<file path="src/rtl/lces_pkg.sv">
// ----------------------------------------------------------------------------
// lces_pkg: shared types and constants for the lidar corridor e-stop
// Field widths, register codes, the unsigned Q0.15 sine table and stage structs.
// ----------------------------------------------------------------------------
`timescale 1ns / 1ps
`default_nettype none

package lces_pkg;

  localparam int unsigned RAYS_PER_SCAN = 180;

  localparam int unsigned RANGE_W = 12;
  localparam int unsigned INDEX_W = 8;
  localparam int unsigned TRIG_W  = 15;
  localparam int unsigned PROD_W  = RANGE_W + TRIG_W;
  localparam int unsigned FRAC_W  = 15;

  localparam logic [RANGE_W-1:0] RANGE_CAP_MM   = 12'd4000;
  localparam logic [RANGE_W-1:0] MIN_RETURN_MM  = 12'd50;
  localparam logic [INDEX_W-1:0] BEARINGS       = 8'd180;
  localparam logic [INDEX_W-1:0] FWD_LAST_BEAR  = 8'd44;
  localparam logic [INDEX_W-1:0] REAR_FIRST_BEAR = 8'd136;
  localparam logic [5:0]         QUARTER_STEP   = 6'd45;
  localparam logic [PROD_W-1:0]  ROUND_HALF     = 27'd16384;

  localparam logic [1:0] REG_STOP_DISTANCE    = 2'd0;
  localparam logic [1:0] REG_RELEASE_DISTANCE = 2'd1;
  localparam logic [1:0] REG_HALF_WIDTH       = 2'd2;

  localparam logic [RANGE_W-1:0] STOP_DISTANCE_RST    = 12'd300;
  localparam logic [RANGE_W-1:0] RELEASE_DISTANCE_RST = 12'd400;
  localparam logic [RANGE_W-1:0] HALF_WIDTH_RST       = 12'd170;

  typedef struct packed {
    logic [RANGE_W-1:0] stop_distance_mm;
    logic [RANGE_W-1:0] release_distance_mm;
    logic [RANGE_W-1:0] corridor_half_width_mm;
  } cfg_t;

  // One ray after the multiply stage
  typedef struct packed {
    logic              use_ray;
    logic              last_ray;
    logic              scan_stale;
    logic [PROD_W-1:0] side_prod;
    logic [PROD_W-1:0] fwd_prod;
  } prod_t;

  // sin(2k deg) in unsigned Q0.15, k = 0..45
  function automatic logic [TRIG_W-1:0] sin_q15(input logic [5:0] k);
    logic [TRIG_W-1:0] v;
    case (k)
      6'd0:  v = 15'd0;     6'd1:  v = 15'd1144;  6'd2:  v = 15'd2286;
      6'd3:  v = 15'd3425;  6'd4:  v = 15'd4560;  6'd5:  v = 15'd5690;
      6'd6:  v = 15'd6813;  6'd7:  v = 15'd7927;  6'd8:  v = 15'd9032;
      6'd9:  v = 15'd10126; 6'd10: v = 15'd11207; 6'd11: v = 15'd12275;
      6'd12: v = 15'd13328; 6'd13: v = 15'd14365; 6'd14: v = 15'd15384;
      6'd15: v = 15'd16384; 6'd16: v = 15'd17364; 6'd17: v = 15'd18324;
      6'd18: v = 15'd19261; 6'd19: v = 15'd20174; 6'd20: v = 15'd21063;
      6'd21: v = 15'd21926; 6'd22: v = 15'd22763; 6'd23: v = 15'd23571;
      6'd24: v = 15'd24351; 6'd25: v = 15'd25102; 6'd26: v = 15'd25822;
      6'd27: v = 15'd26510; 6'd28: v = 15'd27166; 6'd29: v = 15'd27789;
      6'd30: v = 15'd28378; 6'd31: v = 15'd28932; 6'd32: v = 15'd29452;
      6'd33: v = 15'd29935; 6'd34: v = 15'd30382; 6'd35: v = 15'd30792;
      6'd36: v = 15'd31164; 6'd37: v = 15'd31499; 6'd38: v = 15'd31795;
      6'd39: v = 15'd32052; 6'd40: v = 15'd32270; 6'd41: v = 15'd32449;
      6'd42: v = 15'd32588; 6'd43: v = 15'd32688; 6'd44: v = 15'd32748;
      6'd45: v = 15'd32767;
      default: v = 15'd0;
    endcase
    return v;
  endfunction

endpackage

`default_nettype wire

</file>
<file path="src/rtl/lces_ifs.sv">
// ----------------------------------------------------------------------------
// lces_ifs: ray, result and register-write channels
// Valid/ready channels with source and sink modports.
// ----------------------------------------------------------------------------
`timescale 1ns / 1ps
`default_nettype none

interface lces_ray_if;
  logic                                 valid;
  logic                                 ready;
  logic [lces_pkg::RANGE_W-1:0]         range_mm;
  logic [lces_pkg::INDEX_W-1:0]         ray_index;
  logic                                 last_ray;
  logic                                 scan_stale;
  modport source(output valid, range_mm, ray_index, last_ray, scan_stale, input ready);
  modport sink(input valid, range_mm, ray_index, last_ray, scan_stale, output ready);
endinterface

interface lces_res_if;
  logic                                 valid;
  logic                                 ready;
  logic                                 stop_active;
  logic [lces_pkg::RANGE_W-1:0]         nearest_forward_mm;
  modport source(output valid, stop_active, nearest_forward_mm, input ready);
  modport sink(input valid, stop_active, nearest_forward_mm, output ready);
endinterface

interface lces_cfg_if;
  logic                                 valid;
  logic                                 ready;
  logic [1:0]                           index;
  logic [lces_pkg::RANGE_W-1:0]         data;
  modport source(output valid, index, data, input ready);
  modport sink(input valid, index, data, output ready);
endinterface

`default_nettype wire

</file>
<file path="src/rtl/lces_ray_mult.sv">
// ----------------------------------------------------------------------------
// lces_ray_mult: ray input register, bearing decode and table multiplies
// Registers each item, maps it to a table step and forms range*sin, range*cos.
// ----------------------------------------------------------------------------
`timescale 1ns / 1ps
`default_nettype none

module lces_ray_mult #(
  parameter int unsigned RAYS_PER_SCAN = lces_pkg::RAYS_PER_SCAN
) (
  input  wire logic            clk,
  input  wire logic            rst,
  lces_ray_if.sink             rays,
  output logic                 prod_valid,
  output lces_pkg::prod_t      prod,
  input  wire logic            prod_ready
);

  logic                              a_valid;
  logic [lces_pkg::RANGE_W-1:0]      a_range;
  logic [lces_pkg::INDEX_W-1:0]      a_index;
  logic                              a_last;
  logic                              a_stale;
  logic                              a_ready;

  logic [lces_pkg::INDEX_W-1:0]      bear;
  logic [5:0]                        step;
  logic                              in_window;
  logic                              in_scan;
  logic [lces_pkg::RANGE_W-1:0]      rng;
  logic [lces_pkg::TRIG_W-1:0]       s_val;
  logic [lces_pkg::TRIG_W-1:0]       c_val;
  lces_pkg::prod_t                   prod_next;

  assign a_ready    = !a_valid || prod_ready;
  assign rays.ready = a_ready;

  always_comb begin
    in_scan = 32'(a_index) < RAYS_PER_SCAN;
    bear = (a_index >= lces_pkg::BEARINGS) ? a_index - lces_pkg::BEARINGS : a_index;
    if (bear <= lces_pkg::FWD_LAST_BEAR) begin
      step      = bear[5:0];
      in_window = 1'b1;
    end else if (bear >= lces_pkg::REAR_FIRST_BEAR) begin
      step      = 6'(lces_pkg::BEARINGS - bear);
      in_window = 1'b1;
    end else begin
      step      = 6'd0;
      in_window = 1'b0;
    end
    rng   = (a_range > lces_pkg::RANGE_CAP_MM) ? lces_pkg::RANGE_CAP_MM : a_range;
    s_val = lces_pkg::sin_q15(step);
    c_val = lces_pkg::sin_q15(lces_pkg::QUARTER_STEP - step);
    prod_next.use_ray    = in_scan && in_window && (rng >= lces_pkg::MIN_RETURN_MM);
    prod_next.last_ray   = a_last;
    prod_next.scan_stale = a_stale;
    prod_next.side_prod  = {{lces_pkg::TRIG_W{1'b0}}, rng} *
                           {{lces_pkg::RANGE_W{1'b0}}, s_val};
    prod_next.fwd_prod   = {{lces_pkg::TRIG_W{1'b0}}, rng} *
                           {{lces_pkg::RANGE_W{1'b0}}, c_val};
  end

  always_ff @(posedge clk) begin
    if (rst) begin
      a_valid    <= 1'b0;
      prod_valid <= 1'b0;
    end else begin
      if (a_ready) begin
        a_valid <= rays.valid;
      end
      if (prod_ready) begin
        prod_valid <= a_valid;
      end
    end
    if (a_ready && rays.valid) begin
      a_range <= rays.range_mm;
      a_index <= rays.ray_index;
      a_last  <= rays.last_ray;
      a_stale <= rays.scan_stale;
    end
    if (prod_ready && a_valid) begin
      prod <= prod_next;
    end
  end

endmodule

`default_nettype wire

</file>
<file path="src/rtl/lces_frame_eval.sv">
// ----------------------------------------------------------------------------
// lces_frame_eval: corridor test, running minimum and stop hysteresis
// Folds each ray into the frame minimum and issues the result on the last ray.
// ----------------------------------------------------------------------------
`timescale 1ns / 1ps
`default_nettype none

module lces_frame_eval (
  input  wire logic            clk,
  input  wire logic            rst,
  input  wire lces_pkg::cfg_t  cfg_regs,
  input  wire logic            prod_valid,
  input  wire lces_pkg::prod_t prod,
  output logic                 prod_ready,
  lces_res_if.source           result
);

  logic [lces_pkg::RANGE_W-1:0] running_min;
  logic                         stop_latched;
  logic                         res_valid;
  logic                         res_stop;
  logic [lces_pkg::RANGE_W-1:0] res_nearest;

  logic [lces_pkg::PROD_W-1:0]  fwd_sum;
  logic [lces_pkg::RANGE_W-1:0] fwd;
  logic                         in_corridor;
  logic                         counted;
  logic [lces_pkg::RANGE_W-1:0] min_next;
  logic [lces_pkg::RANGE_W-1:0] rel;
  logic                         stop_latched_next;
  logic                         res_free;
  logic                         fire;

  assign res_free   = !res_valid || result.ready;
  // only a last ray needs the output slot
  assign prod_ready = !prod_valid || !prod.last_ray || res_free;
  assign fire       = prod_valid && prod_ready;

  always_comb begin
    fwd_sum     = prod.fwd_prod + lces_pkg::ROUND_HALF;
    fwd         = fwd_sum[lces_pkg::PROD_W-1:lces_pkg::FRAC_W];
    in_corridor = prod.side_prod <=
                  {cfg_regs.corridor_half_width_mm, {lces_pkg::FRAC_W{1'b0}}};
    counted     = prod.use_ray && in_corridor;
    min_next    = (counted && fwd < running_min) ? fwd : running_min;
    rel = (cfg_regs.release_distance_mm > cfg_regs.stop_distance_mm) ?
          cfg_regs.release_distance_mm : cfg_regs.stop_distance_mm;
    if (cfg_regs.stop_distance_mm == '0) begin
      stop_latched_next = stop_latched;
    end else if (prod.scan_stale) begin
      stop_latched_next = 1'b1;
    end else if (stop_latched) begin
      stop_latched_next = min_next < rel;
    end else begin
      stop_latched_next = min_next < cfg_regs.stop_distance_mm;
    end
  end

  always_ff @(posedge clk) begin
    if (rst) begin
      running_min  <= lces_pkg::RANGE_CAP_MM;
      stop_latched <= 1'b0;
      res_valid    <= 1'b0;
    end else begin
      if (fire) begin
        if (prod.last_ray) begin
          running_min  <= lces_pkg::RANGE_CAP_MM;
          stop_latched <= stop_latched_next;
        end else begin
          running_min <= min_next;
        end
      end
      if (fire && prod.last_ray) begin
        res_valid <= 1'b1;
      end else if (result.ready) begin
        res_valid <= 1'b0;
      end
    end
    if (fire && prod.last_ray) begin
      res_stop    <= (cfg_regs.stop_distance_mm != '0) && stop_latched_next;
      res_nearest <= min_next;
    end
  end

  assign result.valid              = res_valid;
  assign result.stop_active        = res_stop;
  assign result.nearest_forward_mm = res_nearest;

endmodule

`default_nettype wire

</file>
<file path="src/rtl/lidar_corridor_estop_hysteresis_core.sv">
// ----------------------------------------------------------------------------
// lidar_corridor_estop_hysteresis_core: lidar corridor emergency stop
// Nearest forward obstacle in a driving corridor, with latched stop and release.
// ----------------------------------------------------------------------------
//
// Channel  Dir  Fields                                         Notes
// rays     in   range_mm, ray_index, last_ray, scan_stale      one ray per item
// result   out  stop_active, nearest_forward_mm                one item per last ray
// cfg      in   index (0 stop, 1 release, 2 half width), data  always ready
//
// One ray item is taken per cycle while nothing stalls. A last ray passes the
// input register, the multiply register (range * sin, range * cos) and the
// result register before its result shows.
// The running minimum and the stop latch are the only datapath loops; each
// closes through a single register.
// Reset (rst, synchronous) loads the register defaults, clears the latch and
// reloads the minimum to 4000; no clearing pass is needed.
// A waiting result holds a further last ray in the multiply register, and the
// rays behind it wait too; with the result taken every cycle nothing stalls.
// ----------------------------------------------------------------------------
`timescale 1ns / 1ps
`default_nettype none

module lidar_corridor_estop_hysteresis_core #(
  parameter int unsigned RAYS_PER_SCAN = lces_pkg::RAYS_PER_SCAN
) (
  input  wire logic clk,
  input  wire logic rst,
  lces_ray_if.sink   rays,
  lces_res_if.source result,
  lces_cfg_if.sink   cfg
);

  lces_pkg::cfg_t  cfg_regs;
  logic            prod_valid;
  logic            prod_ready;
  lces_pkg::prod_t prod;

  // Register file: writes must arrive only while idle (the user's duty, not enforced here), so no shadowing.
  assign cfg.ready = 1'b1;

  always_ff @(posedge clk) begin
    if (rst) begin
      cfg_regs.stop_distance_mm       <= lces_pkg::STOP_DISTANCE_RST;
      cfg_regs.release_distance_mm    <= lces_pkg::RELEASE_DISTANCE_RST;
      cfg_regs.corridor_half_width_mm <= lces_pkg::HALF_WIDTH_RST;
    end else if (cfg.valid) begin
      unique case (cfg.index)
        lces_pkg::REG_STOP_DISTANCE:    cfg_regs.stop_distance_mm       <= cfg.data;
        lces_pkg::REG_RELEASE_DISTANCE: cfg_regs.release_distance_mm    <= cfg.data;
        lces_pkg::REG_HALF_WIDTH:       cfg_regs.corridor_half_width_mm <= cfg.data;
        default: ; // unmapped index: write dropped
      endcase
    end
  end

  // Front end: decode bearing, look up sin/cos, multiply.
  lces_ray_mult #(
    .RAYS_PER_SCAN (RAYS_PER_SCAN)
  ) u_ray_mult (
    .clk        (clk),
    .rst        (rst),
    .rays       (rays),
    .prod_valid (prod_valid),
    .prod       (prod),
    .prod_ready (prod_ready)
  );

  // Back end: corridor test, minimum, hysteresis, result register.
  lces_frame_eval u_frame_eval (
    .clk        (clk),
    .rst        (rst),
    .cfg_regs   (cfg_regs),
    .prod_valid (prod_valid),
    .prod       (prod),
    .prod_ready (prod_ready),
    .result     (result)
  );

endmodule

`default_nettype wire

</file>
<file path="src/flat_wrapper.sv">
// flat-port wrapper written by rule: the top's interface ports become plain ports
module lidar_corridor_estop_hysteresis_core_flat 
#(
  parameter int unsigned RAYS_PER_SCAN = lces_pkg::RAYS_PER_SCAN
)
  (clk, rst, rays_valid, rays_range_mm, rays_ray_index, rays_last_ray, rays_scan_stale, rays_ready, result_valid, result_stop_active, result_nearest_forward_mm, result_ready, cfg_valid, cfg_index, cfg_data, cfg_ready);
  lces_ray_if rays_i ();
  lces_res_if result_i ();
  lces_cfg_if cfg_i ();
  input  wire logic clk;
  input  wire logic rst;
  input wire logic [$bits(rays_i.valid)-1:0] rays_valid;
  input wire logic [$bits(rays_i.range_mm)-1:0] rays_range_mm;
  input wire logic [$bits(rays_i.ray_index)-1:0] rays_ray_index;
  input wire logic [$bits(rays_i.last_ray)-1:0] rays_last_ray;
  input wire logic [$bits(rays_i.scan_stale)-1:0] rays_scan_stale;
  output wire logic [$bits(rays_i.ready)-1:0] rays_ready;
  output wire logic [$bits(result_i.valid)-1:0] result_valid;
  output wire logic [$bits(result_i.stop_active)-1:0] result_stop_active;
  output wire logic [$bits(result_i.nearest_forward_mm)-1:0] result_nearest_forward_mm;
  input wire logic [$bits(result_i.ready)-1:0] result_ready;
  input wire logic [$bits(cfg_i.valid)-1:0] cfg_valid;
  input wire logic [$bits(cfg_i.index)-1:0] cfg_index;
  input wire logic [$bits(cfg_i.data)-1:0] cfg_data;
  output wire logic [$bits(cfg_i.ready)-1:0] cfg_ready;
  assign rays_i.valid = rays_valid;
  assign rays_i.range_mm = rays_range_mm;
  assign rays_i.ray_index = rays_ray_index;
  assign rays_i.last_ray = rays_last_ray;
  assign rays_i.scan_stale = rays_scan_stale;
  assign rays_ready = rays_i.ready;
  assign result_valid = result_i.valid;
  assign result_stop_active = result_i.stop_active;
  assign result_nearest_forward_mm = result_i.nearest_forward_mm;
  assign result_i.ready = result_ready;
  assign cfg_i.valid = cfg_valid;
  assign cfg_i.index = cfg_index;
  assign cfg_i.data = cfg_data;
  assign cfg_ready = cfg_i.ready;
  lidar_corridor_estop_hysteresis_core #(.RAYS_PER_SCAN(RAYS_PER_SCAN)) u_core (.clk(clk), .rst(rst), .rays(rays_i), .result(result_i), .cfg(cfg_i));
endmodule
</file>
<file path="config.mk">
export PLATFORM = sky130hd
export DESIGN_NAME = lidar_corridor_estop_hysteresis_core_flat
export DESIGN_NICKNAME = d
export VERILOG_FILES = /design/src/rtl/lces_pkg.sv /design/src/rtl/lces_ifs.sv /design/src/rtl/lces_ray_mult.sv /design/src/rtl/lces_frame_eval.sv /design/src/rtl/lidar_corridor_estop_hysteresis_core.sv /design/src/flat_wrapper.sv
export SDC_FILE = /design/constraint.sdc
export NUM_CORES = 1
export LEC_CHECK = 0
export CORE_AREA = 8 8 204 353
export CTS_CLUSTER_DIAMETER = 80
export CTS_CLUSTER_SIZE = 40
export DETAILED_ROUTE_END_ITERATION = 12
export DIE_AREA = 0 0 212 361
export DONT_BUFFER_PORTS = 1
export GPL_ROUTABILITY_DRIVEN = 0
export GPL_TIMING_DRIVEN = 0
export PLACE_DENSITY = 0.47
export SYNTH_ARGS = -nofsm -noshare
export SYNTH_HDL_FRONTEND = slang
export SYNTH_SLANG_ARGS = --single-unit
</file>
<file path="constraint.sdc">
create_clock -name clk -period 9.4 [get_ports clk]
set_input_delay 0.47 -clock clk [delete_from_list [all_inputs] [get_ports clk]]
set_output_delay 0.47 -clock clk [all_outputs]
set_load 0.01 [all_outputs]
</file>
==> impl_metrics.csv, run 1 <==
group,metric,value,unit
global_routing,grt_max_degree,28,
clock_tree,h-tree-depth,4,
clock_tree,cts-root-buf,"clkbuf_16",
cells_and_area,area_growth_syn_to_layout,15.6,%
setup_path,r2r_start,"u_core.u_ray_mult.a_index[2]",
hold_path,holdCritPathClass,"in2reg",
timing,final_hold_viol_count,0,
setup_path,arrival,9.40,ns
route,drt_iter0_drc,794,
logic_synthesis,syn_area,0.0200,mm²
setup_path,critPathKind,"reg2reg",
setup_path,cpLargestDelayFamily,"adder cells",
status,outcome,"complete, no violations",
logic_synthesis,synth-edff-count,78,
timing,slew_violations,0,
logic_synthesis,yosysTopAreaCellShare,26.0,%
clock_tree,cts_buffer_depth,2,
timing,rsz0062_at_grt,"yes",
logic_synthesis,yosys.area.top_type,"fa_1",
clock_tree,clock_sinks,130,
cells_and_area,final_nets,2918,
global_routing,grt.overflow.total,0,
clock_tree,cts-buffers-inserted,17,
clock_tree,clk_pin_slew,0.08,ns
global_routing,gr-usage-all-layers,17.0,%
setup_path,crit_top_cell,"fa_1",
timing,hold_slack,0.0734,ns
global_routing,grt_pass1_vias,17800,
route,vias,16700,
route,wl_per_cell,19.2,µm
logic_synthesis,synthesis.nets,2835,
route,dr.pass1.iters,5,
logic_synthesis,ys_ff_latch,130,
setup_path,crit_start,"u_core.u_ray_mult.a_index[2]",
timing,fin_crit,9.16,ns
floorplan,initial_utilization,29.8,%
timing,max_slew_margin,20.0,%
hold_path,worstHoldStart,"rays_ray_index[3]",
route,postRouteAntennaNets,0,
logic_synthesis,synth.area.top_cells,"fa_1 (26%), ha_1 (12%), edfxtp_1 (12%)",
timing,fmax,109,MHz
timing,fin_crit_sh,97.4,%
cells_and_area,drive_above_1_share,11.9,%
logic_synthesis,yosys_warnings,0,
job,maxCapViolations,0,
placed_design,port_buffers,0,
clock_tree,tritoncts,"built",
logic_synthesis,ys_types,86,
clock_tree,ctsHoldBuffers,0,
logic_synthesis,avgSynthCellArea,8.53,µm²
floorplan,rows,126,
clock_tree,clk_latency,0.49,ns
global_routing,antenna_found_initial,0,
setup_path,crit_path_end_kind,"flop",
logic_synthesis,ys_seq_area_share,17.0,%
timing,worst-slew-pin-transition,1.19,ns
logic_synthesis,async_reset_ff_share,0,%
floorplan,design.die.area,0.0765,mm²
logic_synthesis,syn_inst,2341,
route,drt-total-wl,64000,µm
logic_synthesis,yosys_most_used_dff,"edfxtp_1",
setup_path,cp_max_fo,10,
setup_path,slowest_stage,"fa_1",
floorplan,chipWidth,212,µm
setup_path,start_kind,"flop",
placed_design,hpwl,52300,µm
setup_path,crit_buf_inv,11,
cells_and_area,insertedDiodeCount,0,
floorplan,coreArea,0.0670,mm²
timing,fin_skew,0.0244,ns
floorplan,ios,57,
setup_path,worstPathRequired,9.64,ns
setup_path,max_stage_delay,0.54,ns
global_routing,grt_first_pass_wirelength,100000,µm
route,vias_per_cell,5.00,
timing,setup_viol_count_final,0,
route,drcViolationCount,0,
floorplan,die_y,361,µm
-- through the flow --
| step | setup slack (ns) | utilization [%] | std cells | area [µm²] | setup TNS (ns) |
|---|---|---|---|---|---|
| after floorplan | 0.0386 | - | 2341 | 20000 | 0 |
| after global placement | -2.28 | 31.5 | 3237 | 21100 | -50.36 |
| after detailed placement | -2.28 | 31.5 | 3238 | 21100 | -50.03 |
| after CTS | 0.00691 | 33.6 | 3297 | 22500 | 0 |
| after global routing | -0.0853 | 34.4 | 3333 | 23100 | -0.222 |
| final | 0.242 | 34.4 | 3333 | 23100 | 0 |
-- worst paths after layout --
| path | endpoint | slack (ns) | depth (start not counted) |
|---|---|---|---|
| max reg2reg | u_core.u_ray_mult.prod[26] | 0.24 | 40 |
| max | u_core.u_ray_mult.prod[26] | 0.24 | 40 |
| min | u_core.u_ray_mult.a_index[3] | 0.07 | 0 |
| min reg2reg | u_core.u_ray_mult.prod[54] | 0.43 | 0 |
-- logic make-up (layout without fill, tap and decap cells) --
family	count (synthesis)	in the layout	share of synthesized area (%)
mux	34	34	1.96
fa+ha+maj	453	453	38.1
flops	130	130	17.0
buf+inv	507	603	9.58
simple gates	782	782	18.6
xor+xnor	43	43	1.92
other cells	1	1	0.0188
compound gates	391	391	12.8
-- routing by layer --
| metal | track usage, % | routed length (µm) | vias to the layer above |
|---|---|---|---|
| li1 | - | - | 7763 |
| met1 | 17.2 | 23100 | 8233 |
| met2 | 32.1 | 34500 | 466 |
| met3 | 2.32 | 2180 | 196 |
| met4 | 10.3 | 4220 | 0 |
| met5 | 0 | 0 | - |
-- area by class of cell --
type	count	area, µm²
fill	6931	43900
multi-input combinational	1704	15200
sequential	130	3380
inverter	379	1440
tap	896	1120
buffer	123	753
timing repair buffer	69	551
clock buffer	17	425
clock inverter	15	175
-- synth_stat cells, drive strengths merged, types with 15 or more instances --
cell,instances
nor3,22
nand4,16
nand3,26
o22ai,18
edfxtp,78
inv,379
nor2b,35
mux2,15
o21ai,74
mux2i,17
a21oi,126
nand2b,25
and2,128
nand2,362
a21o,22
ha,194
xnor2,36
o21a,15
clkbuf,120
fa,259
a31oi,18
dfxtp,52
nor2,113
-- worst register-to-register path: cells and delay by family, from the launching register on --
family | cells | cell delay, ns
flip-flops | 1 | 0.47
AO/OA/AOI/OAI | 10 | 1.96
adder cells (fa/ha/maj) | 8 | 3.35
multiplexers | 1 | 0.33
AND/OR/NAND/NOR | 10 | 1.40
buffers and inverters | 11 | 1.48
-- layout by cell type, fill, tap and decap left out, types with 22 or more instances in the layout --
cell | Yosys | final
inv_1 | 377 | 371
nand2_1 | 362 | 359
fa_1 | 259 | 258
ha_1 | 194 | 186
and2_1 | 126 | 123
a21oi_1 | 126 | 113
nor2_1 | 113 | 105
edfxtp_1 | 78 | 78
buf_4 | 1 | 72
clkbuf_1 | 120 | 62
dfxtp_1 | 52 | 52
o21ai_0 | 70 | 48
nor2b_1 | 35 | 35
xnor2_1 | 35 | 33
nand3_1 | 26 | 26
nand2b_1 | 25 | 25
a21o_1 | 22 | 22
-- timing repair --
item | 4_1_cts | 5_1_grt
resized for setup | 169 | 108
pin swaps | 16 | 44
buffers inserted | 30 | 37
endpoints found under the setup margin | 32 | 18
gates cloned | 1 | 0
-- sequential cells by signal, summed over array words and instances, names as in the netlist --
register	cells
u_core.cfg_regs	36
u_core.u_frame_eval.result.valid	1
u_core.u_ray_mult.a_index	8
u_core.u_ray_mult.prod_valid	1
u_core.u_frame_eval.running_min	12
u_core.u_ray_mult.a_range	12
u_core.u_frame_eval.stop_latched	1
u_core.u_ray_mult.a_last	1
u_core.u_ray_mult.a_valid	1
u_core.u_ray_mult.prod	43
u_core.u_frame_eval.result.stop_active	1
u_core.u_frame_eval.result.nearest_forward_mm	12
u_core.u_ray_mult.a_stale	1
Power of run 1 is left out: the tool's default activity adds up to more than one toggle a clock period on the data nets, which glitch-free logic cannot reach.
==> inputs of run 2 (changes only) <==
--- a/config.mk
+++ b/config.mk
@@ -5,6 +5,8 @@
 export SDC_FILE = /design/constraint.sdc
 export NUM_CORES = 1
 export LEC_CHECK = 0
+export CELL_PAD_IN_SITES_DETAIL_PLACEMENT = 0
+export CELL_PAD_IN_SITES_GLOBAL_PLACEMENT = 2
 export CORE_AREA = 8 8 204 353
 export CTS_CLUSTER_DIAMETER = 80
 export CTS_CLUSTER_SIZE = 40
@@ -13,7 +15,8 @@
 export DONT_BUFFER_PORTS = 1
 export GPL_ROUTABILITY_DRIVEN = 0
 export GPL_TIMING_DRIVEN = 0
-export PLACE_DENSITY = 0.47
+export PLACE_DENSITY = 0.67
+export REMOVE_ABC_BUFFERS = 1
 export SYNTH_ARGS = -nofsm -noshare
 export SYNTH_HDL_FRONTEND = slang
 export SYNTH_SLANG_ARGS = --single-unit
==> run 2 against run 1 <==
Against the previous run:
- fmax increased by 0.87%
- largest cell class unchanged
- critical path depth decreased by 3
- register-to-register slack improved by 0.08 ns
- critical endpoint unchanged
==> impl_metrics.csv, run 2 (synthesized netlist as in run 1, its figures left out) <==
group,metric,value,unit
setup_path,crit_top_cell,"fa_1",
timing,worst-slew-pin-transition,1.24,ns
clock_tree,ctsHoldBuffers,0,
route,drt-total-wl,62900,µm
hold_path,holdCritPathClass,"in2reg",
cells_and_area,area_growth_syn_to_layout,16.9,%
global_routing,top_usage_layer,"met2",
clock_tree,clock_sinks,130,
timing,final_hold_viol_count,0,
setup_path,worstPathRequired,9.61,ns
floorplan,chipWidth,212,µm
timing,rsz0062_at_grt,"no",
global_routing,use_met3,2.72,%
floorplan,design.die.area,0.0765,mm²
route,postRouteAntennaNets,0,
setup_path,crit_path_end_kind,"flop",
setup_path,arrival,9.29,ns
global_routing,grt_pass1_vias,17300,
floorplan,initial_utilization,29.8,%
clock_tree,cts_buffer_depth,2,
floorplan,ios,57,
cells_and_area,drive_above_1_share,13.1,%
timing,max_slew_margin,16.8,%
timing,fin_skew,0.00987,ns
clock_tree,h-tree-depth,4,
clock_tree,clk_latency,0.46,ns
status,outcome,"complete, no violations",
global_routing,use_met1,17.4,%
route,wl_per_cell,19.3,µm
clock_tree,clk_pin_slew,0.06,ns
floorplan,coreArea,0.0670,mm²
cells_and_area,reg.largest.list,"u_core.u_ray_mult.prod (43), u_core.cfg_regs (36)",
timing,finalSetupTns,0,ns
timing,fmax,110,MHz
timing,slew_violations,0,
cells_and_area,largest_register,"u_core.u_ray_mult.prod",
clock_tree,tritoncts,"built",
job,maxCapViolations,0,
timing,fin_crit,9.08,ns
global_routing,grt_first_pass_wirelength,96800,µm
setup_path,cp_max_fo,11,
route,dr.pass1.iters,6,
timing,fin_crit_sh,96.6,%
setup_path,critPathKind,"reg2reg",
setup_path,start_kind,"flop",
global_routing,grt_max_degree,53,
route,vias_per_cell,5.04,
floorplan,die_y,361,µm
cells_and_area,layout.cells.most_common,"inv_1",
route,drt_iter0_drc,935,
route,drcViolationCount,0,
cells_and_area,final_nets,2850,
timing,setup_viol_count_final,0,
setup_path,max_stage_delay,0.53,ns
floorplan,rows,126,
placed_design,port_buffers,0,
setup_path,slowest_stage,"fa_1",
cells_and_area,final_cell_mix,"inv_1 (370), nand2_1 (357), fa_1 (259), ha_1 (185), and2_1 (121)",
global_routing,grt.overflow.total,0,
global_routing,gr-usage-all-layers,16.2,%
cells_and_area,largest_reg_flops,43,
clock_tree,cts-buffers-inserted,17,
clock_tree,cts-root-buf,"clkbuf_16",
global_routing,grt_util_met2,30.0,%
route,vias,16500,
global_routing,antenna_found_initial,3,
placed_design,hpwl,45800,µm
-- run 2: per-stage QoR --
stage	area, µm²	cells	util (%)	hold WS (ns)	worst slack (ns)
2_1_floorplan	19500	2213	-	0.400	-1.45
3_3_place_gp	20600	3109	30.7	0.401	-5.38
3_5_place_dp	21000	3125	31.3	0.409	-4.06
4_1_cts	22700	3224	33.9	0.0518	0.00523
5_1_grt	23300	3265	34.8	0.0551	0.00221
6_report	23300	3266	34.8	0.0817	0.321
-- run 2: final timing paths --
path	cells past startpoint	start	end	slack [ns]
worst min register to register	0	u_core.u_ray_mult.a_stale	u_core.u_ray_mult.prod[54]	0.42
worst min-delay path	1	rst	u_core.cfg_regs[8]	0.08
worst max register to register	37	u_core.u_ray_mult.a_index[0]	u_core.u_ray_mult.prod[26]	0.32
worst max-delay path	37	u_core.u_ray_mult.a_index[0]	u_core.u_ray_mult.prod[26]	0.32
-- run 2: what timing repair did --
action / in CTS / in global routing
setup endpoints to repair: 34 / 20
resized for setup: 113 / 62
pin swaps: 19 / 37
cloned: 4 / 1
setup buffers: 63 / 40
endpoints found under the hold margin: 0 / 0
-- run 2: metal layers --
| metal | vias to the layer above | wire, µm |
|---|---|---|
| met5 | - | 0 |
| met4 | 0 | 2990 |
| met3 | 150 | 2840 |
| met2 | 423 | 33700 |
| met1 | 8245 | 23400 |
| li1 | 7652 | - |
-- run 2: cell type report --
cell class | count | area [µm²]
tap | 896 | 1120
sequential | 130 | 3380
timing repair buffer | 119 | 1270
antenna | 1 | 2.50
inverter | 379 | 1450
fill | 6966 | 43700
clock inverter | 10 | 65.1
timing repair inverter | 2 | 13.8
clock buffer | 22 | 518
multi-input combinational | 1707 | 15500
-- run 2: worst max-delay path: cells and delay by family, from the launching register on --
family / cells / cell delay [ns]
buffers and inverters: 8 / 0.96
DFF: 1 / 0.47
adders and majority gates: 9 / 3.57
muxes: 1 / 0.42
and+or+nand+nor: 8 / 1.17
AOI/OAI and AO/OA: 11 / 2.24
Power of run 2 is left out for the same reason.
